**config.mk**
```make
export PLATFORM = sky130hd
export DESIGN_NAME = dds_waveform_generator_flat
export DESIGN_NICKNAME = d
export VERILOG_FILES = /design/src/rtl/core/dds_pkg.sv /design/src/rtl/core/dds_in_if.sv /design/src/rtl/core/dds_out_if.sv /design/src/rtl/core/dds_serial_mul.sv /design/src/rtl/core/dds_serial_div.sv /design/src/rtl/core/dds_waveform_generator.sv /design/src/flat_wrapper.sv
export SDC_FILE = /design/constraint.sdc
export NUM_CORES = 1
export LEC_CHECK = 0
export BUFFER_PORTS_ARGS = -buffer_cell sky130_fd_sc_hd__buf_2
export CAP_MARGIN = 25
export CELL_PAD_IN_SITES_DETAIL_PLACEMENT = 0
export CELL_PAD_IN_SITES_GLOBAL_PLACEMENT = 2
export CORE_MARGIN = 1
export CORE_UTILIZATION = 40
export CTS_BUF_LIST = sky130_fd_sc_hd__clkbuf_8
export CTS_CLUSTER_DIAMETER = 200
export CTS_CLUSTER_SIZE = 20
export DETAILED_ROUTE_END_ITERATION = 10
export PLACE_DENSITY_LB_ADDON = 0.1
export SLEW_MARGIN = 30
export SYNTH_ARGS = -nofsm -noshare
export SYNTH_HDL_FRONTEND = slang
export SYNTH_SLANG_ARGS = --single-unit
```
**constraint.sdc**
```tcl
create_clock -name clk -period 10.27 [get_ports clk]
set_clock_uncertainty 0.15 [all_clocks]
set_input_delay 1.5405 -clock clk [delete_from_list [all_inputs] [get_ports clk]]
set_output_delay 1.5405 -clock clk [all_outputs]
set_load 0.05 [all_outputs]
```
**src/rtl/core/dds_pkg.sv**
```systemverilog
`timescale 1ns / 1ps
// ----------------------------------------------------------------------------
// dds_pkg: shared types and constants of the DDS waveform generator
// Field widths, register indexes, wave codes, FSM states, unit request
// structs and the quarter-wave sine table.
// ----------------------------------------------------------------------------
package dds_pkg;

  localparam int PHASE_W    = 16;
  localparam int SEQ_W      = 32;
  localparam int TIME_W     = 32;
  localparam int LEVEL_W    = 12;
  localparam int SHAPE_W    = 11;
  localparam int FREQ_W     = 16;
  localparam int MV_W       = 12;
  localparam int CFG_IDX_W  = 3;
  localparam int CFG_DATA_W = 16;

  // Bit-serial multiplier: A x B, one bit of B per cycle
  localparam int MUL_A_W   = 16;
  localparam int MUL_B_W   = 12;
  localparam int MUL_P_W   = MUL_A_W + MUL_B_W;
  localparam int MUL_CNT_W = $clog2(MUL_B_W + 1);

  // Restoring divider: one quotient bit per cycle
  localparam int DIV_W     = 32;
  localparam int DIV_D_W   = 16;
  localparam int DIV_CNT_W = $clog2(DIV_W + 1);

  // Division passes: step size, sawtooth scaling, amplitude scaling
  localparam int STEP_DIV_STEPS  = 32;
  localparam int SAW_DIV_STEPS   = 27;
  localparam int SCALE_DIV_STEPS = 22;
  localparam logic [DIV_D_W-1:0] SAW_DIVISOR   = 16'd65535;
  localparam logic [DIV_D_W-1:0] SCALE_DIVISOR = 16'd1000;

  localparam logic [MUL_B_W-1:0] GAIN_1000 = 12'd1000;
  localparam logic [MUL_B_W-1:0] GAIN_2000 = 12'd2000;
  localparam logic signed [SHAPE_W-1:0] SHAPE_FULL = 11'sd1000;

  localparam logic [PHASE_W-1:0] PHASE_QUARTER = 16'd16384;
  localparam logic [PHASE_W-1:0] PHASE_3QUARTER = 16'd49152;

  // Register reset values
  localparam logic [FREQ_W-1:0] FREQ_RESET   = 16'd1000;
  localparam logic [MV_W-1:0]   AMP_RESET    = 12'd1000;
  localparam logic [MV_W-1:0]   OFFSET_RESET = 12'd1650;
  localparam logic [FREQ_W-1:0] RATE_RESET   = 16'd10000;

  typedef enum logic [CFG_IDX_W-1:0] {
    REG_WAVE_SHAPE  = 3'd0,
    REG_FREQUENCY   = 3'd1,
    REG_AMPLITUDE   = 3'd2,
    REG_OFFSET      = 3'd3,
    REG_SAMPLE_RATE = 3'd4
  } cfg_reg_t;

  typedef enum logic [1:0] {
    WAVE_SINE     = 2'd0,
    WAVE_SQUARE   = 2'd1,
    WAVE_TRIANGLE = 2'd2,
    WAVE_SAWTOOTH = 2'd3
  } wave_t;

  typedef enum logic [3:0] {
    ST_IDLE,
    ST_STEP_GO,
    ST_STEP_WAIT,
    ST_SHAPE_GO,
    ST_SHAPE_WAIT,
    ST_SAW_GO,
    ST_SAW_WAIT,
    ST_LEVEL_GO,
    ST_LEVEL_WAIT,
    ST_SCALE_GO,
    ST_SCALE_WAIT,
    ST_HAND
  } dds_state_t;

  typedef struct packed {
    logic               start;
    logic [MUL_A_W-1:0] a;
    logic [MUL_B_W-1:0] b;
  } mul_req_t;

  typedef struct packed {
    logic                 start;
    logic [DIV_W-1:0]     dividend;
    logic [DIV_D_W-1:0]   divisor;
    logic [DIV_CNT_W-1:0] steps;
  } div_req_t;

  // One point of the 64-entry sine table, built from its first quarter
  function automatic logic signed [SHAPE_W-1:0] sine_at(input logic [5:0] idx);
    logic [4:0] m;
    logic signed [SHAPE_W-1:0] q;
    m = idx[4] ? (5'd16 - {1'b0, idx[3:0]}) : {1'b0, idx[3:0]};
    case (m)
      5'd0:    q = 11'sd0;
      5'd1:    q = 11'sd98;
      5'd2:    q = 11'sd195;
      5'd3:    q = 11'sd290;
      5'd4:    q = 11'sd383;
      5'd5:    q = 11'sd471;
      5'd6:    q = 11'sd556;
      5'd7:    q = 11'sd634;
      5'd8:    q = 11'sd707;
      5'd9:    q = 11'sd773;
      5'd10:   q = 11'sd831;
      5'd11:   q = 11'sd882;
      5'd12:   q = 11'sd924;
      5'd13:   q = 11'sd957;
      5'd14:   q = 11'sd981;
      5'd15:   q = 11'sd995;
      5'd16:   q = 11'sd1000;
      default: q = 11'sd0;
    endcase
    return idx[5] ? -q : q;
  endfunction

endpackage

```
**src/rtl/core/dds_in_if.sv**
```systemverilog
`timescale 1ns / 1ps
// ----------------------------------------------------------------------------
// dds_in_if: tick channel
// Valid/ready channel carrying the timestamp of one sample tick.
// ----------------------------------------------------------------------------
interface dds_in_if;
  import dds_pkg::*;

  logic              valid;
  logic              ready;
  logic [TIME_W-1:0] tick_time_ms;

  modport source (output valid, output tick_time_ms, input ready);
  modport sink   (input valid, input tick_time_ms, output ready);
endinterface

```
**src/rtl/core/dds_out_if.sv**
```systemverilog
`timescale 1ns / 1ps
// ----------------------------------------------------------------------------
// dds_out_if: sample channel
// Valid/ready channel carrying one generated sample.
// ----------------------------------------------------------------------------
interface dds_out_if;
  import dds_pkg::*;

  logic               valid;
  logic               ready;
  logic [SEQ_W-1:0]   sample_seq;
  logic [TIME_W-1:0]  sample_time_ms;
  logic [LEVEL_W-1:0] level_mv;

  modport source (output valid, output sample_seq, output sample_time_ms,
                  output level_mv, input ready);
  modport sink   (input valid, input sample_seq, input sample_time_ms,
                  input level_mv, output ready);
endinterface

```
**src/rtl/core/dds_serial_mul.sv**
```systemverilog
`timescale 1ns / 1ps
// ----------------------------------------------------------------------------
// dds_serial_mul: bit-serial unsigned multiplier
// Shift-and-add over the bits of B, one bit per cycle; done pulses once.
// ----------------------------------------------------------------------------
module dds_serial_mul (
  input  logic                          clk,
  input  logic                          rst,
  input  dds_pkg::mul_req_t             req,
  output logic                          done,
  output logic [dds_pkg::MUL_P_W-1:0]   product
);
  import dds_pkg::*;

  logic                 busy;
  logic [MUL_CNT_W-1:0] count;
  logic [MUL_P_W-1:0]   a_sh;
  logic [MUL_B_W-1:0]   b_sh;

  always_ff @(posedge clk) begin
    if (rst) begin
      busy  <= 1'b0;
      done  <= 1'b0;
      count <= '0;
    end else begin
      done <= 1'b0;
      if (req.start) begin
        busy  <= 1'b1;
        count <= MUL_CNT_W'(MUL_B_W);
      end else if (busy) begin
        count <= count - 1'b1;
        if (count == MUL_CNT_W'(1)) begin
          busy <= 1'b0;
          done <= 1'b1;
        end
      end
    end
  end

  always_ff @(posedge clk) begin
    if (req.start) begin
      a_sh    <= MUL_P_W'(req.a);
      b_sh    <= req.b;
      product <= '0;
    end else if (busy) begin
      if (b_sh[0]) begin
        product <= product + a_sh;
      end
      a_sh <= a_sh << 1;
      b_sh <= b_sh >> 1;
    end
  end

endmodule

```
**src/rtl/core/dds_serial_div.sv**
```systemverilog
`timescale 1ns / 1ps
// ----------------------------------------------------------------------------
// dds_serial_div: restoring divider, one quotient bit per cycle
// Runs req.steps iterations; a dividend pre-shifted left by the unused
// bit count yields the quotient in the low bits of the result.
// ----------------------------------------------------------------------------
module dds_serial_div (
  input  logic                        clk,
  input  logic                        rst,
  input  dds_pkg::div_req_t           req,
  output logic                        done,
  output logic [dds_pkg::DIV_W-1:0]   quotient
);
  import dds_pkg::*;

  logic                 busy;
  logic [DIV_CNT_W-1:0] count;
  logic [DIV_W-1:0]     work;
  logic [DIV_D_W-1:0]   rem;
  logic [DIV_D_W-1:0]   dvsr;
  logic [DIV_D_W:0]     trial;
  logic                 fits;

  assign trial    = {rem, work[DIV_W-1]};
  assign fits     = (trial >= {1'b0, dvsr});
  assign quotient = work;

  always_ff @(posedge clk) begin
    if (rst) begin
      busy  <= 1'b0;
      done  <= 1'b0;
      count <= '0;
    end else begin
      done <= 1'b0;
      if (req.start) begin
        busy  <= 1'b1;
        count <= req.steps;
      end else if (busy) begin
        count <= count - 1'b1;
        if (count == DIV_CNT_W'(1)) begin
          busy <= 1'b0;
          done <= 1'b1;
        end
      end
    end
  end

  always_ff @(posedge clk) begin
    if (req.start) begin
      work <= req.dividend;
      rem  <= '0;
      dvsr <= req.divisor;
    end else if (busy) begin
      rem  <= fits ? DIV_D_W'(trial - {1'b0, dvsr}) : trial[DIV_D_W-1:0];
      work <= {work[DIV_W-2:0], fits};
    end
  end

endmodule

```
**src/rtl/core/dds_waveform_generator.sv**
```systemverilog
`timescale 1ns / 1ps
// ----------------------------------------------------------------------------
// dds_waveform_generator: direct digital synthesis sample generator
// Each tick beat advances a 16-bit phase accumulator and returns one sample
// beat: the sequence number, the tick's timestamp and the output level in
// millivolts. One tick is processed at a time. Its time is set by the shared
// bit-serial divider (phase step, sawtooth ramp, amplitude scaling) and the
// shared bit-serial multiplier (once or twice per sample). A finished sample
// sits in an output register, so the next tick is accepted while the previous
// sample waits to be taken. The user must write registers through
// cfg_we/cfg_index/cfg_wdata only while no tick is in flight; the block
// itself does not enforce it.
// ----------------------------------------------------------------------------
module dds_waveform_generator #(
  parameter int MAX_MV = 3300
) (
  input  logic                             clk,
  input  logic                             rst,
  input  logic                             cfg_we,
  input  logic [dds_pkg::CFG_IDX_W-1:0]    cfg_index,
  input  logic [dds_pkg::CFG_DATA_W-1:0]   cfg_wdata,
  dds_in_if.sink                           tick,
  dds_out_if.source                        sample
);
  import dds_pkg::*;

  // Clamp math runs in 18-bit signed: wide enough for offset +/- scaled
  // amplitude and for any MAX_MV up to 16 bits.
  localparam int LVL_W = 18;
  localparam logic signed [LVL_W-1:0] MAX_LVL = LVL_W'(MAX_MV);

  // Configuration registers
  wave_t              wave;
  logic [FREQ_W-1:0]  freq;
  logic [MV_W-1:0]    amp;
  logic [MV_W-1:0]    offs;
  logic [FREQ_W-1:0]  rate;

  // Generator state
  dds_state_t                state, state_next;
  logic [PHASE_W-1:0]        phase;
  logic [SEQ_W-1:0]          seq_count;
  logic [TIME_W-1:0]         tick_time;
  logic signed [SHAPE_W-1:0] shape;

  // Output register
  logic               out_valid;
  logic [SEQ_W-1:0]   out_seq;
  logic [TIME_W-1:0]  out_time;
  logic [LEVEL_W-1:0] out_level;

  // Shared arithmetic units
  mul_req_t           mul_req;
  logic               mul_done;
  logic [MUL_P_W-1:0] mul_prod;
  div_req_t           div_req;
  logic               div_done;
  logic [DIV_W-1:0]   div_quo;

  logic in_ready;
  logic load;

  dds_serial_mul u_mul (
    .clk     (clk),
    .rst     (rst),
    .req     (mul_req),
    .done    (mul_done),
    .product (mul_prod)
  );

  dds_serial_div u_div (
    .clk      (clk),
    .rst      (rst),
    .req      (div_req),
    .done     (div_done),
    .quotient (div_quo)
  );

  // ---------------------------------------------------------------------------
  // Shape helpers, driven from the current phase, the multiplier product and the shape register
  // ---------------------------------------------------------------------------
  logic [5:0]                sin_idx;
  logic signed [SHAPE_W-1:0] sin_cur;
  logic signed [SHAPE_W-1:0] sin_fol;
  logic signed [SHAPE_W:0]   sin_diff;
  logic [SHAPE_W:0]          sin_mag;
  logic [SHAPE_W-1:0]        sin_q;
  logic [SHAPE_W-1:0]        shape_mag;

  assign sin_idx  = phase[PHASE_W-1 -: 6];
  assign sin_cur  = sine_at(sin_idx);
  assign sin_fol  = sine_at(sin_idx + 6'd1);
  assign sin_diff = {sin_fol[SHAPE_W-1], sin_fol} - {sin_cur[SHAPE_W-1], sin_cur};
  assign sin_mag  = sin_diff[SHAPE_W] ? -sin_diff : sin_diff;
  // (next - current) * fraction / 1024, truncated toward zero by working on
  // the magnitude and restoring the sign afterwards
  assign sin_q    = SHAPE_W'(mul_prod >> 10);
  assign shape_mag = shape[SHAPE_W-1] ? -shape : shape;

  // Shape from the multiplier product, for sine and triangle
  logic signed [SHAPE_W-1:0] shape_from_prod;
  always_comb begin
    shape_from_prod = sin_cur + (sin_diff[SHAPE_W] ? -sin_q : sin_q);
    if (wave == WAVE_TRIANGLE) begin
      case (phase[PHASE_W-1 -: 2])
        2'b00:   shape_from_prod = SHAPE_W'(mul_prod >> 14);
        2'b11:   shape_from_prod = -SHAPE_FULL + SHAPE_W'(mul_prod >> 14);
        default: shape_from_prod = SHAPE_FULL - SHAPE_W'(mul_prod >> 15);
      endcase
    end
  end

  // Level: offset +/- (amplitude * |shape|) / 1000, then clamp
  logic signed [LVL_W-1:0] scaled;
  logic signed [LVL_W-1:0] lvl;
  logic [LEVEL_W-1:0]      level_clamped;
  always_comb begin
    scaled = $signed(LVL_W'(div_quo[MV_W:0]));
    lvl    = $signed(LVL_W'(offs)) + (shape[SHAPE_W-1] ? -scaled : scaled);
    if (lvl < 0) begin
      level_clamped = '0;
    end else if (lvl > MAX_LVL) begin
      level_clamped = MAX_LVL[LEVEL_W-1:0];
    end else begin
      level_clamped = lvl[LEVEL_W-1:0];
    end
  end

  // ---------------------------------------------------------------------------
  // Sequencer: next state
  // ---------------------------------------------------------------------------
  always_comb begin
    state_next = state;
    case (state)
      ST_IDLE:       if (tick.valid) state_next = ST_STEP_GO;
      ST_STEP_GO:    state_next = ST_STEP_WAIT;
      ST_STEP_WAIT:  if (div_done) state_next = ST_SHAPE_GO;
      ST_SHAPE_GO:   state_next = (wave == WAVE_SQUARE) ? ST_LEVEL_GO : ST_SHAPE_WAIT;
      ST_SHAPE_WAIT: begin
        if (mul_done) begin
          state_next = (wave == WAVE_SAWTOOTH) ? ST_SAW_GO : ST_LEVEL_GO;
        end
      end
      ST_SAW_GO:     state_next = ST_SAW_WAIT;
      ST_SAW_WAIT:   if (div_done) state_next = ST_LEVEL_GO;
      ST_LEVEL_GO:   state_next = ST_LEVEL_WAIT;
      ST_LEVEL_WAIT: if (mul_done) state_next = ST_SCALE_GO;
      ST_SCALE_GO:   state_next = ST_SCALE_WAIT;
      ST_SCALE_WAIT: if (div_done) state_next = ST_HAND;
      ST_HAND:       if (!out_valid || sample.ready) state_next = ST_IDLE;
      default:       state_next = ST_IDLE;
    endcase
  end

  // ---------------------------------------------------------------------------
  // Sequencer: outputs and unit requests
  // ---------------------------------------------------------------------------
  always_comb begin
    in_ready = 1'b0;
    load     = 1'b0;
    mul_req  = '{start: 1'b0, a: phase, b: GAIN_1000};
    div_req  = '{start: 1'b0, dividend: {freq, 16'd0}, divisor: rate,
                 steps: DIV_CNT_W'(STEP_DIV_STEPS)};
    case (state)
      ST_IDLE: in_ready = 1'b1;
      ST_STEP_GO: div_req.start = 1'b1;
      ST_SHAPE_GO: begin
        mul_req.start = (wave != WAVE_SQUARE);
        case (wave)
          WAVE_SINE: begin
            mul_req.a = MUL_A_W'(sin_mag);
            mul_req.b = MUL_B_W'(phase[9:0]);
          end
          WAVE_TRIANGLE: begin
            case (phase[PHASE_W-1 -: 2])
              2'b00: begin
                mul_req.a = phase;
                mul_req.b = GAIN_1000;
              end
              2'b11: begin
                mul_req.a = phase - PHASE_3QUARTER;
                mul_req.b = GAIN_1000;
              end
              default: begin
                mul_req.a = phase - PHASE_QUARTER;
                mul_req.b = GAIN_2000;
              end
            endcase
          end
          default: begin
            mul_req.a = phase;
            mul_req.b = GAIN_2000;
          end
        endcase
      end
      ST_SAW_GO: begin
        // phase * 2000 / 65535
        div_req.start    = 1'b1;
        div_req.dividend = DIV_W'(mul_prod) << (DIV_W - SAW_DIV_STEPS);
        div_req.divisor  = SAW_DIVISOR;
        div_req.steps    = DIV_CNT_W'(SAW_DIV_STEPS);
      end
      ST_LEVEL_GO: begin
        mul_req.start = 1'b1;
        mul_req.a     = MUL_A_W'(amp);
        mul_req.b     = MUL_B_W'(shape_mag);
      end
      ST_SCALE_GO: begin
        div_req.start    = 1'b1;
        div_req.dividend = DIV_W'(mul_prod) << (DIV_W - SCALE_DIV_STEPS);
        div_req.divisor  = SCALE_DIVISOR;
        div_req.steps    = DIV_CNT_W'(SCALE_DIV_STEPS);
      end
      ST_HAND: load = !out_valid || sample.ready;
      default: ;
    endcase
  end

  // ---------------------------------------------------------------------------
  // Control registers
  // ---------------------------------------------------------------------------
  always_ff @(posedge clk) begin
    if (rst) begin
      state     <= ST_IDLE;
      phase     <= '0;
      seq_count <= '0;
      out_valid <= 1'b0;
      wave      <= WAVE_SINE;
      freq      <= FREQ_RESET;
      amp       <= AMP_RESET;
      offs      <= OFFSET_RESET;
      rate      <= RATE_RESET;
    end else begin
      state <= state_next;

      // Advance the phase; a zero sample rate holds it
      if (state == ST_STEP_WAIT && div_done && rate != '0) begin
        phase <= phase + div_quo[PHASE_W-1:0];
      end

      if (load) begin
        seq_count <= seq_count + 1'b1;
        out_valid <= 1'b1;
      end else if (sample.ready) begin
        out_valid <= 1'b0;
      end

      // Register writes; unknown indexes drop
      if (cfg_we) begin
        case (cfg_index)
          REG_WAVE_SHAPE:  wave <= wave_t'(cfg_wdata[1:0]);
          REG_FREQUENCY:   freq <= cfg_wdata[FREQ_W-1:0];
          REG_AMPLITUDE:   amp  <= cfg_wdata[MV_W-1:0];
          REG_OFFSET:      offs <= cfg_wdata[MV_W-1:0];
          REG_SAMPLE_RATE: rate <= cfg_wdata[FREQ_W-1:0];
          default: ;
        endcase
      end
    end
  end

  // ---------------------------------------------------------------------------
  // Payload registers
  // ---------------------------------------------------------------------------
  always_ff @(posedge clk) begin
    if (tick.valid && in_ready) begin
      tick_time <= tick.tick_time_ms;
    end

    case (state)
      ST_SHAPE_GO: begin
        if (wave == WAVE_SQUARE) begin
          shape <= phase[PHASE_W-1] ? -SHAPE_FULL : SHAPE_FULL;
        end
      end
      ST_SHAPE_WAIT: if (mul_done && wave != WAVE_SAWTOOTH) shape <= shape_from_prod;
      ST_SAW_WAIT:   if (div_done) shape <= SHAPE_W'(div_quo) - SHAPE_FULL;
      default: ;
    endcase

    if (load) begin
      out_seq   <= seq_count + 1'b1;
      out_time  <= tick_time;
      out_level <= level_clamped;
    end
  end

  assign tick.ready            = in_ready;
  assign sample.valid          = out_valid;
  assign sample.sample_seq     = out_seq;
  assign sample.sample_time_ms = out_time;
  assign sample.level_mv       = out_level;

endmodule
```
**src/flat_wrapper.sv**
```systemverilog
// flat-port wrapper written by rule: the top's interface ports become plain ports
module dds_waveform_generator_flat import dds_pkg::*;
#(
  parameter int MAX_MV = 3300
)
  (clk, rst, cfg_we, cfg_index, cfg_wdata, tick_valid, tick_tick_time_ms, tick_ready, sample_valid, sample_sample_seq, sample_sample_time_ms, sample_level_mv, sample_ready);
  dds_in_if tick_i ();
  dds_out_if sample_i ();
  input  logic clk;
  input  logic rst;
  input  logic cfg_we;
  input  logic [dds_pkg::CFG_IDX_W-1:0] cfg_index;
  input  logic [dds_pkg::CFG_DATA_W-1:0] cfg_wdata;
  input wire logic [$bits(tick_i.valid)-1:0] tick_valid;
  input wire logic [$bits(tick_i.tick_time_ms)-1:0] tick_tick_time_ms;
  output wire logic [$bits(tick_i.ready)-1:0] tick_ready;
  output wire logic [$bits(sample_i.valid)-1:0] sample_valid;
  output wire logic [$bits(sample_i.sample_seq)-1:0] sample_sample_seq;
  output wire logic [$bits(sample_i.sample_time_ms)-1:0] sample_sample_time_ms;
  output wire logic [$bits(sample_i.level_mv)-1:0] sample_level_mv;
  input wire logic [$bits(sample_i.ready)-1:0] sample_ready;
  assign tick_i.valid = tick_valid;
  assign tick_i.tick_time_ms = tick_tick_time_ms;
  assign tick_ready = tick_i.ready;
  assign sample_valid = sample_i.valid;
  assign sample_sample_seq = sample_i.sample_seq;
  assign sample_sample_time_ms = sample_i.sample_time_ms;
  assign sample_level_mv = sample_i.level_mv;
  assign sample_i.ready = sample_ready;
  dds_waveform_generator #(.MAX_MV(MAX_MV)) u_core (.clk(clk), .rst(rst), .cfg_we(cfg_we), .cfg_index(cfg_index), .cfg_wdata(cfg_wdata), .tick(tick_i), .sample(sample_i));
endmodule
```
# [Word-level counts from Yosys, hierarchy flattened]
# Memories as Yosys holds them, arrays and structs flattened.
# Cells that the tools add are included.
# Widths: inputs -> output; s select.
[op_classes] add_sub_neg=23 magnitude_cmp=3 eq_ne=32 muxes=54 bitwise=2 reduce_logical=28
[op_table] op="$pmux 28 s2" n=2
[op_table] op="$pmux 54 s2" n=1
[op_table] op="$mux 11" n=9
[op_table] op="$mux 32" n=2
[op_table] op="$pmux 29 s2" n=1
[op_table] op="$mux 12" n=4
[op_table] op="$mux 16" n=3
[op_table] op="$pmux 4 s12" n=1
[op_table] op="$neg 11->11" n=4
[op_table] op="$mux 4" n=9
[op_table] op="$pmux 11 s3" n=1
[op_table] op="$add 32x1->32 const B" n=1
[op_table] op="$add 28x28->28" n=1
[op_table] op="$pmux 11 s2" n=1
[op_table] op="$add 13x18->18" n=1
[op_table] op="$gt 18x13->1 const B" n=1
[op_table] op="$lt 18x1->1 const B" n=1
[op_table] op="$mux 18" n=1
[op_table] op="$neg 13->18" n=1
[op_table] op="$ge 17x16->1" n=1
[op_table] op="$add 16x16->16" n=1
[op_table] op="$eq 4x3->1 const B" n=4
[op_table] op="$eq 4x4->1 const B" n=4
[op_table] op="$reduce_bool 16->1" n=1
[op_table] op="41 further kinds" n=86
[word_totals] reg_bits=376 romBits=640 input_bits=56 output_inout_bits=78 memories=2
[mem_list] memory="(no name shown)" depth=32 width=10 read_ports=1 rd_ports_with_merged_regs=0 write_ports=0 line_no="dds_pkg.sv:98" source="case (m)"
[mem_list] memory="(no name shown)" depth=32 width=10 read_ports=1 rd_ports_with_merged_regs=0 write_ports=0 line_no="dds_pkg.sv:98"

# [Logic depth before layout (Yosys ltp)]
# Gate-level depths: netlist of the first run.
# An unclocked memory read counts as a cell.
[depth] depth_word=12 mapped_depth=42

# [By module]
# From an unflattened synthesis of the first run, not the netlist that was laid out.
[hier_totals] hier_cells=2552 area_unflattened_um2=23555.1
[by_module_without_submodules] mod="dds_waveform_generator" n_inst=1 cells_each=1768 area_per_inst_um2=15476.1
[by_module_without_submodules] mod="dds_serial_mul" n_inst=1 cells_each=421 area_per_inst_um2=4176.5
[by_module_without_submodules] mod="dds_serial_div" n_inst=1 cells_each=363 area_per_inst_um2=3902.5

# [Least setup slack after synthesis of the first run]
# OpenSTA, ideal clock, no wires.
[synth_timing] path_kind="register to register" from="register u_core.phase[10]" to="register u_core.shape[10], data pin" t_arrival_ns=7.539 required_ns=9.861 slack_ns=2.322 path_stages_with_launch=41 path_buffers=5 period_less_slack_ns=7.948 path_cell_list="dfxtp_1 > buf_6 > clkbuf_1 > inv_1 > ha_1 > buf_2 > clkbuf_1 > inv_1 > xnor2_1 > inv_1 > ha_1 > o21ai_0 > o31ai_1 > nor3b_1 > nor2_1 > xnor2_1 > ha_1 > and3_1 > [... 5 more ...] > a31oi_1 > nor3_4 > buf_4 > nor2_1 > xor2_1 > ha_1 > nor2b_1 > o21ai_0 > a21boi_0 > o21ai_0 > a21boi_0 > o21ai_0 > nand2_1 > a21o_1 > a21oi_1 > xnor2_1 > nor4b_1 > a211o_1"
[synth_between] elab_chain_cells=12 word_cells_on_any_way=17 cone_classes="add/sub (7); mux (8); memory (2)"
[synth_rtl] element="start, declared" line_no="dds_waveform_generator.sv:41" source="logic [PHASE_W-1:0] phase;"
[synth_rtl] element="start signal, assigned" line_no="dds_waveform_generator.sv:238" source="phase <= phase + div_quo[PHASE_W-1:0];"
[synth_rtl] element="$add 6x1->6" line_no="dds_waveform_generator.sv:92" source="assign sin_fol = sine_at(sin_idx + 6'd1);"
[synth_rtl] element="$sub 5x4->5" line_no="dds_pkg.sv:97" source="m = idx[4] ? (5'd16 - {1'b0, idx[3:0]}) : {1'b0, idx[3:0]};"
[synth_rtl] element="$mux 5" line_no="dds_pkg.sv:97"
[synth_rtl] element="$mem_v2 32x10"
[synth_rtl] element="$neg 11->11" line_no="dds_pkg.sv:118" source="return idx[5] ? -q : q;"
[synth_rtl] element="$mux 11" line_no="dds_pkg.sv:118"
[synth_rtl] element="$sub 11x11->12" line_no="dds_waveform_generator.sv:93" source="assign sin_diff = {sin_fol[SHAPE_W-1], sin_fol} - {sin_cur[SHAPE_W-1], sin_cur};"
[synth_rtl] element="$mux 11" line_no="dds_waveform_generator.sv:103" source="shape_from_prod = sin_cur + (sin_diff[SHAPE_W] ? -sin_q : sin_q);"
[synth_rtl] element="$add 11x11->11 *" line_no="dds_waveform_generator.sv:103"
[synth_rtl] element="$mux 11 *" line_no="dds_waveform_generator.sv:104" source="if (wave == WAVE_TRIANGLE) begin"
[synth_rtl] element="$mux 11 *" line_no="dds_waveform_generator.sv:276" source="ST_SHAPE_WAIT: if (mul_done && wave != WAVE_SAWTOOTH) shape <= shape_from_prod;"
[synth_rtl] element="$pmux 11 s3 *" line_no="dds_waveform_generator.sv:270" source="case (state)"
[synth_rtl] element="end signal, assigned" line_no="dds_waveform_generator.sv:273" source="shape <= phase[PHASE_W-1] ? -SHAPE_FULL : SHAPE_FULL;"
[synth_rtl] element="end signal, assigned" line_no="dds_waveform_generator.sv:276"
[synth_rtl] element="end signal, assigned" line_no="dds_waveform_generator.sv:277" source="ST_SAW_WAIT: if (div_done) shape <= SHAPE_W'(div_quo) - SHAPE_FULL;"
[synth_rtl] element="end, declared" line_no="dds_waveform_generator.sv:44" source="logic signed [SHAPE_W-1:0] shape;"
# Every way passes the cells marked *; elsewhere a longest branch is shown, timed or not. The select of a mux whose other input is x is not followed.
# A chain may end at the register's enable or synchronous reset.

# [Worst setup path in the final report of the first run]
# Ends and elaborated chain as after synthesis.

==> results.txt, run 1 <==
- STA classifies the critical path startpoint as a flip-flop.
- Across the whole layout, storage elements account for 9409 um^2.
- Setup Fix Bufs, Post-CTS: 0
- Required @ worst endpoint: between 10 and 15 ns
- The worst hold path belongs to the class flip-flop to flip-flop.
- Mean area per synthesized cell: 9.053 um^2
* Proportion of power drawn by combinational gates: about two fifths
- Input and output buffers added on the ports amount to 133.
- The detail route stage leaves a number of antenna-violating nets equal to 0.
* Clock input transition at the sequential cells of the worst setup and hold paths: 0.14 ns
- Overall fraction of global-route tracks in use: 22.61%
- Total of warnings raised by yosys: 0
- In this run the vertical extent of the chip is roughly 240 um.
- Worst Reg-to-Reg Cells: 38
- Via count normalized by instance count: 5.458
- Final sum of negative setup slack: 0 ns
- Summed over its instances, the top area cell type makes up 26.14% of the synthesized netlist area.
- The final critical path takes up a little under nine tenths of the cycle.
* Share of total power in the clock network: 15.1%
- For this block, the initial DRC count from the detailed router was 1321.
* Area growth from synthesis to layout: 7.820%
- For the pin with the worst max-slew slack, the measured transition is between 0.9 and 1 ns.
- After global routing the overflow that remains totals 0.
* H-tree lvl count: 1
- Along the worst path, the maximum fanout reaches 25.
* Ys async rst share: 0%
* Core ar.: 55090 um^2
- The number of nets handed over by synthesis was 2642.
* Power density of the placed cells: 192.4 nW/um^2
* Max transition margin: a little over a third
- Data arrival time of the critical path: 9.08 ns
- Setup violations remaining at the end of the flow were counted as 0.
- Sequential cells were found to cover about 42% of the synthesized design area.
- For this design the static power due to leakage is 9.506 nW.
- Critical-path top delay cell: sky130_fd_sc_hd__ha_1
- Max-cap violations in this run came to 0.
- Mean routed wirelength per cell: 19.71 um
* Post-layout power: 0.004623 W
- Final Slew Violations: 0
- Derived from the worst setup path, the maximum achievable clock frequency is between 100 and 150 MHz.
- The clock drives 373 sinks.
* Detail Placement HPWL: 47460 um
* Primary flip-flop cell chosen by synthesis mapping: sky130_fd_sc_hd__edfxtp_1
- The initialized floorplan defines 86 standard-cell rows.
* Sequential cell fraction of total power: 46.6%
* TritonCTS clock tree: yes
* Number of antenna violations at the first check in global routing: 2
* Number of flops mapped to enable cells by yosys: ~190
- The via count of the first global-routing pass came to roughly 17000.
* Result of the run: finished, violations left
- Global-route met3 utilization: 1.955%
* Cell type with the highest aggregate area in the netlist: sky130_fd_sc_hd__edfxtp_1
- Final weighted congestion in routability-driven placement: between 0.8 and 0.9
- The worst-case IR drop observed on VDD is roughly 0.09 mV.
* Switching Share: 39.25%
- The final layout contains routed wiring with a total length of 64840 um.
* Hold path depth: 0
- The tree is rooted in a sky130_fd_sc_hd__clkbuf_8.
- The first TritonRoute pass finished after 8 iterations.
- After synthesis the netlist holds a flip-flop and latch count of ~370.
* Nets@finish: 2705
- Of the cells placed in the final design, the portion with a size suffix greater than 1 is 9.681%.
* Boundary pin count: ~130
- Commonest cells after routing, fill and taps aside: sky130_fd_sc_hd__nand2_1, sky130_fd_sc_hd__nor2_1, sky130_fd_sc_hd__edfxtp_1
- For this run, design rule violations remaining after detail routing come to 1.
* Yosys cell types: 96
- Summed over all nets, the switching power comes to between 0.0015 and 0.002 W.
* Total clock buffers created by CTS: 22
- Most common library cell in the layout ignoring fill and taps: sky130_fd_sc_hd__nand2_1
- The number of hold violations in the final report was 0.
- At the later pin of the worst-skew pair, clock insertion delay measures 0.63 ns.
- First-pass GRT wire length: 100800 um
- Fill cells in the final layout number 5456.
- Width of the chip: between 200 and 250 um
- Kind of end point of the critical path: flip-flop
- Cell area after synthesis: 22290 um^2
* Clock Tree Buf Depth: 3
* Initial core utilization: 40.45%
- Layer with the highest usage after global routing: met2
- Time the final worst path needs with I/O delays and setup: 8.832 ns
- Met2 track demand over resource: 37.44%
- GR met1 Demand/Resource: 32.05%
* CTS Hold Bufs: 0
- Slowest Stage Delay on Critical Path: 0.55 ns
- The final route contains 17960 vias.
- Worst Setup Path Type: flip-flop to flip-flop
- Synthesis produced a netlist whose cell count is roughly 2500.
- Entering global routing, the biggest net connects 67 pins.
- Ranking of synthesized cells by area: sky130_fd_sc_hd__edfxtp_1, sky130_fd_sc_hd__dfxtp_1, sky130_fd_sc_hd__ha_1
* Setup repair after global routing missed its margin: no
* Number of gates given a new drive strength after cts: 0
- Internal power comes to between 0.002 and 0.003 W.
- Violations in the final reports: design-rule violations
- The die covers 56670 um^2.
* Multi-input logic area: 11900 um^2
-- cell families after synthesis --
| group | Yosys count | share of synthesized area (%) |
|---|---|---|
| AO/OA/AOI/OAI | 612 | 17.43 |
| adder cells (fa/ha/maj) | 125 | 7.208 |
| buffers and inverters | 254 | 4.514 |
| AND/OR/NAND/NOR | 841 | 17.84 |
| XOR/XNOR | 192 | 7.775 |
| flip-flops | 373 | 42.22 |
| multiplexers | 65 | 3.026 |
-- registers in the layout (all words and copies together) (netlist names), 6 cells and up --
| register | cells |
|---|---|
| u_core.amp | 12 |
| u_core.freq | 16 |
| u_core.offs | 12 |
| u_core.phase | 16 |
| u_core.rate | 16 |
| u_core.sample.level_mv | 12 |
| u_core.sample.sample_seq | 32 |
| u_core.sample.sample_time_ms | 32 |
| u_core.seq_count | 32 |
| u_core.shape | 11 |
| u_core.tick_time | 32 |
| u_core.u_div.count | 6 |
| u_core.u_div.dvsr | 16 |
| u_core.u_div.quotient | 32 |
| u_core.u_div.rem | 16 |
| u_core.u_mul.a_sh | 27 |
| u_core.u_mul.b_sh | 11 |
| u_core.u_mul.product | 27 |
-- through the flow --
stage	instance area [um^2]	hold WS [ns]	setup slack (ns)	cells	utilization (%)
2_1_floorplan	22290	0.2503	2.322	2462	-
3_3_place_gp	23630	0.2502	1.372	3248	42.88
3_5_place_dp	23630	0.2545	1.137	3248	42.89
4_1_cts	24010	0.2830	1.081	3288	43.59
5_1_grt	24030	0.2895	0.7083	3290	43.62
6_report	24030	0.2761	1.438	3290	43.62
-- layer usage --
layer	wire [um]	vias up
met3	2584	64
met2	29820	391
met1	31180	8591
met4	1250	2
met5	12	-
li1	-	8909
-- final timing paths --
kind	start	end	slack, ns
setup / recovery	u_core.phase[10]$_SDFFE_PP0P_	u_core.shape[10]$_DFFE_PP_	1.44
hold / removal	u_core.tick_time[3]$_DFFE_PP_	u_core.sample.sample_time_ms[3]$_DFFE_PP_	0.28
setup reg to reg	u_core.phase[10]$_SDFFE_PP0P_	u_core.shape[10]$_DFFE_PP_	1.44
hold reg to reg	u_core.tick_time[3]$_DFFE_PP_	u_core.sample.sample_time_ms[3]$_DFFE_PP_	0.28
-- Yosys cell counts, drive strengths merged (29+ instances only) --
library cell,n
a21o,29
clkbuf,99
ha,118
nand2,297
dfxtp,179
o21ai,138
inv,122
mux2i,55
nand3,65
nor3,49
xnor2,121
or3,34
a31oi,43
a21oi,190
xor2,70
edfxtp,194
nor2,225
-- critical path: cells and delay by family, from the launching register on --
kind | cells | cell delay (ns)
AND/OR/NAND/NOR | 9 | 1.38
buffers and inverters | 5 | 0.88
XOR/XNOR | 3 | 0.82
adder cells (fa/ha/maj) | 4 | 1.55
multiplexers | 2 | 0.69
AO/OA/AOI/OAI | 15 | 2.80
flip-flops | 1 | 0.33
-- layout make-up --
type                    instances  area share, %
multi-input cells            1835          49.51
well taps                     748          3.895
flip-flops and latches        373          39.15
inverters                     127          1.989
clock buffers                  23          1.317
repair buffers                166          3.843
diodes                          1        0.01041
clock inverters                17         0.2864
-- power by group through the flow --
stage | clock network (W) | logic, W | registers [W]
4_1_cts | 0.000732 | 0.00178 | 0.00215
5_1_grt | 0.000772 | 0.00202 | 0.00218
2_1_floorplan | 0 | 0.00140 | 0.00202
3_5_place_dp | 0 | 0.00177 | 0.00219
3_3_place_gp | 0 | 0.00175 | 0.00218
6_report | 0.000698 | 0.00177 | 0.00215
Note: power is estimated with default switching activity, not from simulation.
==> run 2, diff against run 1 <==
ABC_AREA = 1   (was unset)
CORE_UTILIZATION = 38   (was 40)
GPL_TIMING_DRIVEN = 0   (was unset)
MAX_ROUTING_LAYER = met4   (was unset)
==> run 2 against run 1 <==
The run now ends clean. Total power up 10%. First-iteration DRC count down 5.8%. Critical endpoint unchanged. Global-route usage up 1.5 points. Combinational power up 27%. Count of clock-buffer cells in the layout unchanged. Critical path type unchanged. Cell count up 13%. Register-to-register slack better by 0.83 ns. Flip-flop and latch count unchanged. Worst setup slack better by 0.83 ns.
==> results.txt, run 2 <==
- Initial core utilization: 38.57% (-1.9 points)
- The switching share of power came to 43.80% (+4.6 points).
- The transition time at the pin with the least slew margin is 0.8655 ns (-0.07402 ns).
- Cell area after synthesis: 22340 um^2 (+0.23%)
* Seq cells post-synth: 373 (unchanged)
* Yosys cell types: 60 (-38%)
- Share of total power in the clock network: 14.0% (-1.1 points)
* Root Driver: sky130_fd_sc_hd__clkbuf_8
* Proportion of power drawn by combinational gates: 44.0% (+5.7 points)
- Synthesized Nets: 2952 (+12%)
- Counting instances in the post-synthesis netlist gives the leading cell types as sky130_fd_sc_hd__nand2_1, sky130_fd_sc_hd__inv_1, sky130_fd_sc_hd__a21oi_1, sky130_fd_sc_hd__nor2_1, sky130_fd_sc_hd__o21ai_0.
- Portion of synthesized cell area occupied by the leading cell type: 26.08% (-0.060 points)
- Layer with the highest usage after global routing: met2
- The fraction of registers with async set or reset after synthesis is 0% (unchanged).
- Setup repair after global routing missed its margin: no
- First-pass GRT wire length: 108600 um (+7.8%)
* Detail Placement HPWL: 56140 um (+18%)
- Number of global-route vias before repair: 18110 (+6.9%)
- Slowest Stage Delay on Critical Path: 0.56 ns (about the same)
- On the critical path, the stage with the largest delay is an instance of sky130_fd_sc_hd__dfxtp_1.
- The count of buffers added by post-CTS timing repair for setup was 0 (unchanged).
- Remaining global-route overflow: 0 (unchanged)
- Among all flip-flop cells after synthesis, the most frequent one is sky130_fd_sc_hd__edfxtp_1.
* Die area: 59760 um^2 (+5.5%)
- The sequential element share of the synthesized area is 42.12% (-0.097 points).
- The routed wire length came to 71340 um (+10%).
- The CTS clock-pin slew for the worst setup and hold paths was 0.13 ns (about the same).
* Leakage power total: 10.73 nW (+13%)
- Remaining antenna violation count: 0 (unchanged)
- Most common cell on crit path: sky130_fd_sc_hd__nand2_1
- Internal power contribution: 0.002858 W (+1.8%)
* Number of flops mapped to enable cells by yosys: 194 (unchanged)
- Clock Tree Buf Depth: 3 (unchanged)
* DRC violation count after routing: 0 (-1)
* Number of clock sinks seen by CTS: 373 (unchanged)
- Mean routed wirelength per cell: 19.21 um (-2.5%)
* Most common library cell in the layout ignoring fill and taps: sky130_fd_sc_hd__nand2_1
* Kind of end point of the critical path: flip-flop
- The post-route setup TNS was 0 ns (unchanged).
* Via count normalized by instance count: 5.219 (-4.4%)
- Total of warnings raised by yosys: 0 (unchanged)
* Final Slew Violations: 0 (unchanged)
- The net switching power came to 0.002228 W (+23%).
* Power density of the placed cells: 208.2 nW/um^2 (+8.2%)
* Final weighted congestion in routability-driven placement: 0.9088 (+7.0%)
- Count of buffers inserted at the top-level ports: 132 (-0.75%)
- Number of antenna violations at the first check in global routing: 1 (-1)
* Finished Core Util: 42.19% (-1.4 points)
- Maximum number of pins on one net before global-route repair: 47 (-30%)
- The number of top-level design ports is 134 (unchanged).
- The relative slew slack is 42.30% (+6.6 points).
- GR met1 Demand/Resource: 33.66% (+1.6 points)
- Sequential cell fraction of total power: 42.0% (-4.6 points)
- Largest voltage drop on the vdd net: 0.1203 mV (+36%)
- The number of levels in the clock H-tree is 1 (unchanged).
- Top achievable clock speed: 125.0 MHz (+10%)
- Cell type with the highest aggregate area in the netlist: sky130_fd_sc_hd__edfxtp_1
* Highest net fanout along the worst path: 11 (-56%)
- Nets@finish: 3111 (+15%)
- Count of TritonRoute iterations in the first routing pass: 5 (-3)
- The worst path arrival time came to 8.22 ns (-0.86 ns).
- Time the final worst path needs with I/O delays and setup: 8.000 ns (-0.8318 ns)
- FILL cells: 6039 (+11%)
- The met2 usage came to 38.53% (+1.1 points).
* Number of gates given a new drive strength after cts: 0 (unchanged)
- The number of setup violations in the final report is 0 (unchanged).
- Global-route met3 utilization: 2.052% (+0.097 points)
- Area growth from synthesis to layout: 9.371%
* Total clock buffers created by CTS: 22 (unchanged)
- Mean area per synthesized cell: 8.059 um^2 (-11%)
* Rows: 88 (+2.3%)
- Result of the run: finished clean
* Worst Setup Path Type: flip-flop to flip-flop
- CTS Hold Bufs: 0 (unchanged)
- The final worst-path cycle share was 77.90% (-8.1 points).
* Final Hold Fails: 0 (unchanged)
* Ranking of synthesized cells by area: sky130_fd_sc_hd__edfxtp_1, sky130_fd_sc_hd__dfxtp_1, sky130_fd_sc_hd__nand2_1
* Overall fraction of global-route tracks in use: 24.15% (+1.5 points)
* Cell count after synthesis: 2772 (+13%)
- Core ar.: 57920 um^2 (+5.1%)
- The clock insertion delay at the later pin of the skew report is 0.63 ns (about the same).
* Height of the die: 244.5 um (+2.7%)
- Width of the chip: 244.5 um (+2.7%)
* Vias after detailed routing: 19380 (+7.9%)
- Commonest cells after routing, fill and taps aside: sky130_fd_sc_hd__nand2_1, sky130_fd_sc_hd__inv_1, sky130_fd_sc_hd__a21oi_1
* CP Launch Type: flip-flop
- The violation count after the first detailed-routing iteration was 1244 (-5.8%).
- TritonCTS clock tree: yes
- Among all cell types in the netlist, the one instantiated most often is sky130_fd_sc_hd__nand2_1.
* Number of violations of the max-capacitance limit: 0 (unchanged)
* Class of the worst hold path: flip-flop to flip-flop
- The proportion of layout cells with a drive suffix above 1 came to 9.705% (+0.024 points).
- The required arrival time at the worst endpoint came to 10.49 ns (-0.03 ns).
run 2: changes by cell type in the layout (fill, tap and decap cells not counted), sizes merged, moves of 55 or more:
cell,delta
inv,+248
nand2,+229
nand3,+111
o21ai,+95
xnor2,-87
clkbuf,+74
a21oi,+63
mux2i,-55
run 2: cell type report:
cell class | count | area, um^2 | area share, %
multi-input combinational | 1927 | 11100 | 45.42
sequential | 373 | 9409 | 38.51
inverter | 379 | 1436 | 5.879
tap | 765 | 957.2 | 3.918
timing repair buffer | 135 | 715.7 | 2.929
buffer | 93 | 427.9 | 1.751
clock buffer | 23 | 316.6 | 1.296
clock inverter | 17 | 68.82 | 0.2817
antenna | 1 | 2.502 | 0.01024
run 2: through the flow:
step / power, W / area, um^2 / setup slack [ns] / hold slack (ns) / cells
finish: 0.005086 / 24430 / 2.270 / 0.2717 / 3713
global route: 0.005457 / 24430 / 1.531 / 0.2742 / 3713
CTS: 0.005111 / 24420 / 2.213 / 0.2721 / 3712
detailed placement: 0.004384 / 24040 / 2.274 / 0.2545 / 3672
global placement: 0.004354 / 23960 / 2.295 / 0.2503 / 3669
floorplan: 0.003664 / 22340 / 3.858 / 0.2503 / 2772
run 2: metal layers:
| metal | up-vias | part of all wire (%) |
|---|---|---|
| met5 | - | 0 |
| met4 | 0 | 1.6 |
| met3 | 55 | 4.1 |
| li1 | 9658 | - |
| met2 | 375 | 46 |
| met1 | 9291 | 49 |
run 2: kinds of logic after synthesis:
| kind of cell | Yosys count | synth area share [%] |
|---|---|---|
| AND/OR/NAND/NOR | 1038 | 21.15 |
| AO/OA/AOI/OAI | 626 | 15.82 |
| buffers and inverters | 472 | 8.317 |
| flip-flops | 373 | 42.12 |
| XOR/XNOR | 139 | 5.450 |
| adder cells (fa/ha/maj) | 124 | 7.147 |
run 2: power by group through the flow:
stage                     sequential [W]  clock [W]  combinational, W
after floorplan                  0.00208          0           0.00158
after global placement           0.00217          0           0.00218
after detailed placement         0.00217          0           0.00221
after CTS                        0.00214   0.000746           0.00223
after global routing             0.00216   0.000789           0.00251
final                            0.00214   0.000711           0.00224
run 2: path summary, 6_finish.rpt:
| path | endpoint | start | cells past startpoint | slack (ns) |
|---|---|---|---|---|
| setup / recovery | u_core.shape[10]$_DFFE_PP_ | u_core.phase[10]$_SDFFE_PP0P_ | 45 | 2.27 |
| setup reg to reg | u_core.shape[10]$_DFFE_PP_ | u_core.phase[10]$_SDFFE_PP0P_ | 45 | 2.27 |
| hold / removal | u_core.sample.sample_time_ms[7]$_DFFE_PP_ | u_core.tick_time[7]$_DFFE_PP_ | 0 | 0.27 |
| hold reg to reg | u_core.sample.sample_time_ms[7]$_DFFE_PP_ | u_core.tick_time[7]$_DFFE_PP_ | 0 | 0.27 |
run 2: critical path, delay by kind of cell, from the launching register on:
kind	cells	cell delay [ns]
DFF	1	0.56
adders and majority gates	5	1.50
xor gates and xnor gates	4	0.81
AOI/OAI and AO/OA	10	1.71
and+or+nand+nor	17	1.87
buffers and inverters	9	1.12
==> run 3, diff against run 2 <==
CORE_UTILIZATION = 35   (was 38)
clock period = 7.1 ns   (was 10.27 ns; I/O delays follow)
==> run 3 against run 2 <==
Hold slack improved by 0.00053 ns. Register-to-register slack lost 1.8 ns. Worst setup slack worse by 1.8 ns. Total power increased by 46%. Sequential share of layout area fell by 0.61 points. First-iteration DRC count is 3.3% higher. Largest power group unchanged.
==> results.txt, run 3 (same netlist as run 2, synthesis figures left out) <==
- Result of the run: finished clean
- The pin count of the biggest net entering global routing came to 41 (-13%).
- The internal portion of total power is 0.004137 W (+45%).
- Boundary pin count: 134 (unchanged)
- The remaining number of nets flagged by the antenna check after routing came to 0 (unchanged).
- Rows: 92 (+4.5%)
- The total clock buffers created by CTS came to 22 (unchanged).
- The share of power burned in combinational logic is 44.2% (+0.2 points).
- Vias after detailed routing: 19330 (-0.23%)
- Number of clock sinks seen by CTS: 373 (unchanged)
- The transition time at the pin with the least slew margin came to 1.025 ns (+0.1593 ns).
- The library cells used most frequently in the layout, excluding fill and tap cells, are sky130_fd_sc_hd__nand2_1, sky130_fd_sc_hd__inv_1, sky130_fd_sc_hd__a21oi_1.
- The largest fanout of any net on the critical path was 10 (-1).
- The switching share of power is 44.13% (+0.33 points).
- The final worst-path cycle share was 93.87% (+16 points).
- Post-Route WL: 73780 um (+3.4%)
* Data arrival time of the critical path: 6.96 ns (-1.26 ns)
- Max transition margin: 31.68% (-11 points)
* Post-layout power: 0.007404 W (+46%)
- The multi-input combinational cell area came to 11300 um^2 (+1.8%).
* DRC violation count after routing: 0 (unchanged)
* Via count normalized by instance count: 5.080 (-2.7%)
- Placed standard-cell area: 24160 um^2 (+0.48%)
* Power density of the placed cells: 298.0 nW/um^2 (+43%)
- Total of endpoints with negative setup slack in the final report: 0 (unchanged)
* Top achievable clock speed: 150.0 MHz (+20%)
- The die outline area is 64840 um^2 (+8.5%).
- The leakage dissipation is 10.80 nW (+0.68%).
* Width of the chip: 254.6 um (+4.2%)
* Hold path depth: 0 (unchanged)
* Worst Reg-to-Reg Cells: 44 (-2.2%)
* FILL cells: 6691 (+11%)
* Height of the die: 254.6 um (+4.2%)
- The clock insertion delay at the later pin of the skew report came to 0.67 ns (+0.04 ns).
- Clock Tree Buf Depth: 3 (unchanged)
* TritonCTS clock tree: yes
* Detail Placement HPWL: 57740 um (+2.8%)
- Sequential cell fraction of total power: 41.7% (-0.3 points)
- First-pass GRT wire length: 111200 um (+2.4%)
- Clock input transition at the sequential cells of the worst setup and hold paths: 0.14 ns (about the same)
- The tree is rooted in a sky130_fd_sc_hd__clkbuf_8.
- CTS Hold Bufs: 0 (unchanged)
* Count of TritonRoute iterations in the first routing pass: 5 (unchanged)
- The area of the core is 63080 um^2 (+8.9%).
- Kind of end point of the critical path: flip-flop
- Switching power total: 0.003267 W (+47%)
* Slowest Stage Delay on Critical Path: 0.46 ns (-0.10 ns)
- The effective utilization at floorplan came to 35.41% (-3.2 points).
* Number of violations of the max-capacitance limit: 0 (unchanged)
* Count of buffers inserted at the top-level ports: 132 (unchanged)
- Final sum of negative setup slack: 0 ns (unchanged)
- The part of the power in the clock network was 14.1% (about the same).
- The worst setup path is launched from a flip-flop.
- The violation count after the first detailed-routing iteration came to 1285 (+3.3%).
- Class of the worst hold path: flip-flop to flip-flop
- The proportion of layout cells with a drive suffix above 1 is 11.05% (+1.3 points).
* Final Hold Fails: 0 (unchanged)
* Number of global-route vias before repair: 18360 (+1.4%)
- The last weighted congestion value of the routability-driven placer came to 0.8996 (-1.0%).
- Overall fraction of global-route tracks in use: 23.08% (-1.1 points)
- Required @ worst endpoint: 7.39 ns (-3.10 ns)
- The global-route congestion overflow total is 0 (unchanged).
* Most common cell on crit path: sky130_fd_sc_hd__nand2_1
* Most common library cell in the layout ignoring fill and taps: sky130_fd_sc_hd__nand2_1
* Area growth from synthesis to layout: 11.22%
* Largest voltage drop on the vdd net: 0.1689 mV (+40%)
- Seq. cell area: 9417 um^2 (about the same)
- Worst Setup Path Type: flip-flop to flip-flop
* Finished Core Util: 39.39% (-2.8 points)
* Critical-path top delay cell: sky130_fd_sc_hd__dfxtp_4
- Nets@finish: 3122 (+0.35%)
* Time the final worst path needs with I/O delays and setup: 6.665 ns (-1.336 ns)
- Post-route design area: 24850 um^2 (+1.7%)
- The number of antenna violations at the first check in global routing is 3 (+2).
- H-tree lvl count: 1 (unchanged)
- The final routed wire length divided by cell count was 19.39 um (+0.89%).
* Final Slew Violations: 0 (unchanged)
[run 3: cell count changes in the layout (fill, tap and decap cells not counted), moves of 4 or more]
cell,delta
sky130_fd_sc_hd__a21oi_2,+6
sky130_fd_sc_hd__ha_4,+4
sky130_fd_sc_hd__a21oi_1,-6
sky130_fd_sc_hd__buf_4,+10
sky130_fd_sc_hd__ha_1,-7
[run 3: power by group through the flow]
stage | clock [W] | sequential, W | combinational (W)
floorplan | 0 | 0.00302 | 0.00229
global placement | 0 | 0.00315 | 0.00319
detailed placement | 0 | 0.00314 | 0.00323
CTS | 0.00109 | 0.00309 | 0.00326
global route | 0.00115 | 0.00312 | 0.00368
finish | 0.00104 | 0.00309 | 0.00327
[run 3: stage by stage]
stage | hold WS [ns] | setup WS, ns | cells
2_1_floorplan | 0.2503 | 0.6877 | 2772
3_3_place_gp | 0.2502 | -1.077 | 3750
3_5_place_dp | 0.2545 | -0.9652 | 3754
4_1_cts | 0.2715 | 0.00004530 | 3798
5_1_grt | 0.2794 | -0.05016 | 3806
6_report | 0.2723 | 0.4352 | 3806
[run 3: what timing repair did]
item                       in CTS  in global routing
gates cloned                    0                  0
setup endpoints to repair      10                  7
setup buffers                   4                  6
gates resized for setup        21                 27
pin swaps                       1                  5
[run 3: critical path, delay by kind of cell, from the launching register on]
kind | cells | cell delay (ns)
AOI/OAI and AO/OA | 12 | 1.71
and+or+nand+nor | 15 | 1.67
adders and majority gates | 5 | 1.29
buffers and inverters | 10 | 0.87
DFF | 1 | 0.46
xor gates and xnor gates | 2 | 0.29
[run 3: per-layer routing]
metal / up-vias / GRT usage [%] / wire (um)
met5: - / - / 0
met4: 0 / 3.884 / 1130
met3: 53 / 1.602 / 2643
met2: 375 / 36.64 / 33990
met1: 9232 / 32.57 / 36020
li1: 9674 / - / -
[run 3: final timing paths]
kind | slack (ns) | end | start
worst max register to register | 0.44 | u_core.shape[9]$_DFFE_PP_ | u_core.phase[11]$_SDFFE_PP0P_
worst min register to register | 0.27 | u_core.sample.sample_time_ms[23]$_DFFE_PP_ | u_core.tick_time[23]$_DFFE_PP_
worst max-delay path | 0.44 | u_core.shape[9]$_DFFE_PP_ | u_core.phase[11]$_SDFFE_PP0P_
worst min-delay path | 0.27 | u_core.sample.sample_time_ms[23]$_DFFE_PP_ | u_core.tick_time[23]$_DFFE_PP_
[run 3: layout make-up]
cell class              count  share of cell area, %
clock inverters            18                 0.3122
well taps                 846                  4.260
multi-input cells        1927                  45.47
inverters                 379                  5.816
diodes                      2                0.02014
clock buffers              22                  1.219
flip-flops and latches    373                  37.90
plain buffers              93                  1.737
repair buffers            146                  3.263
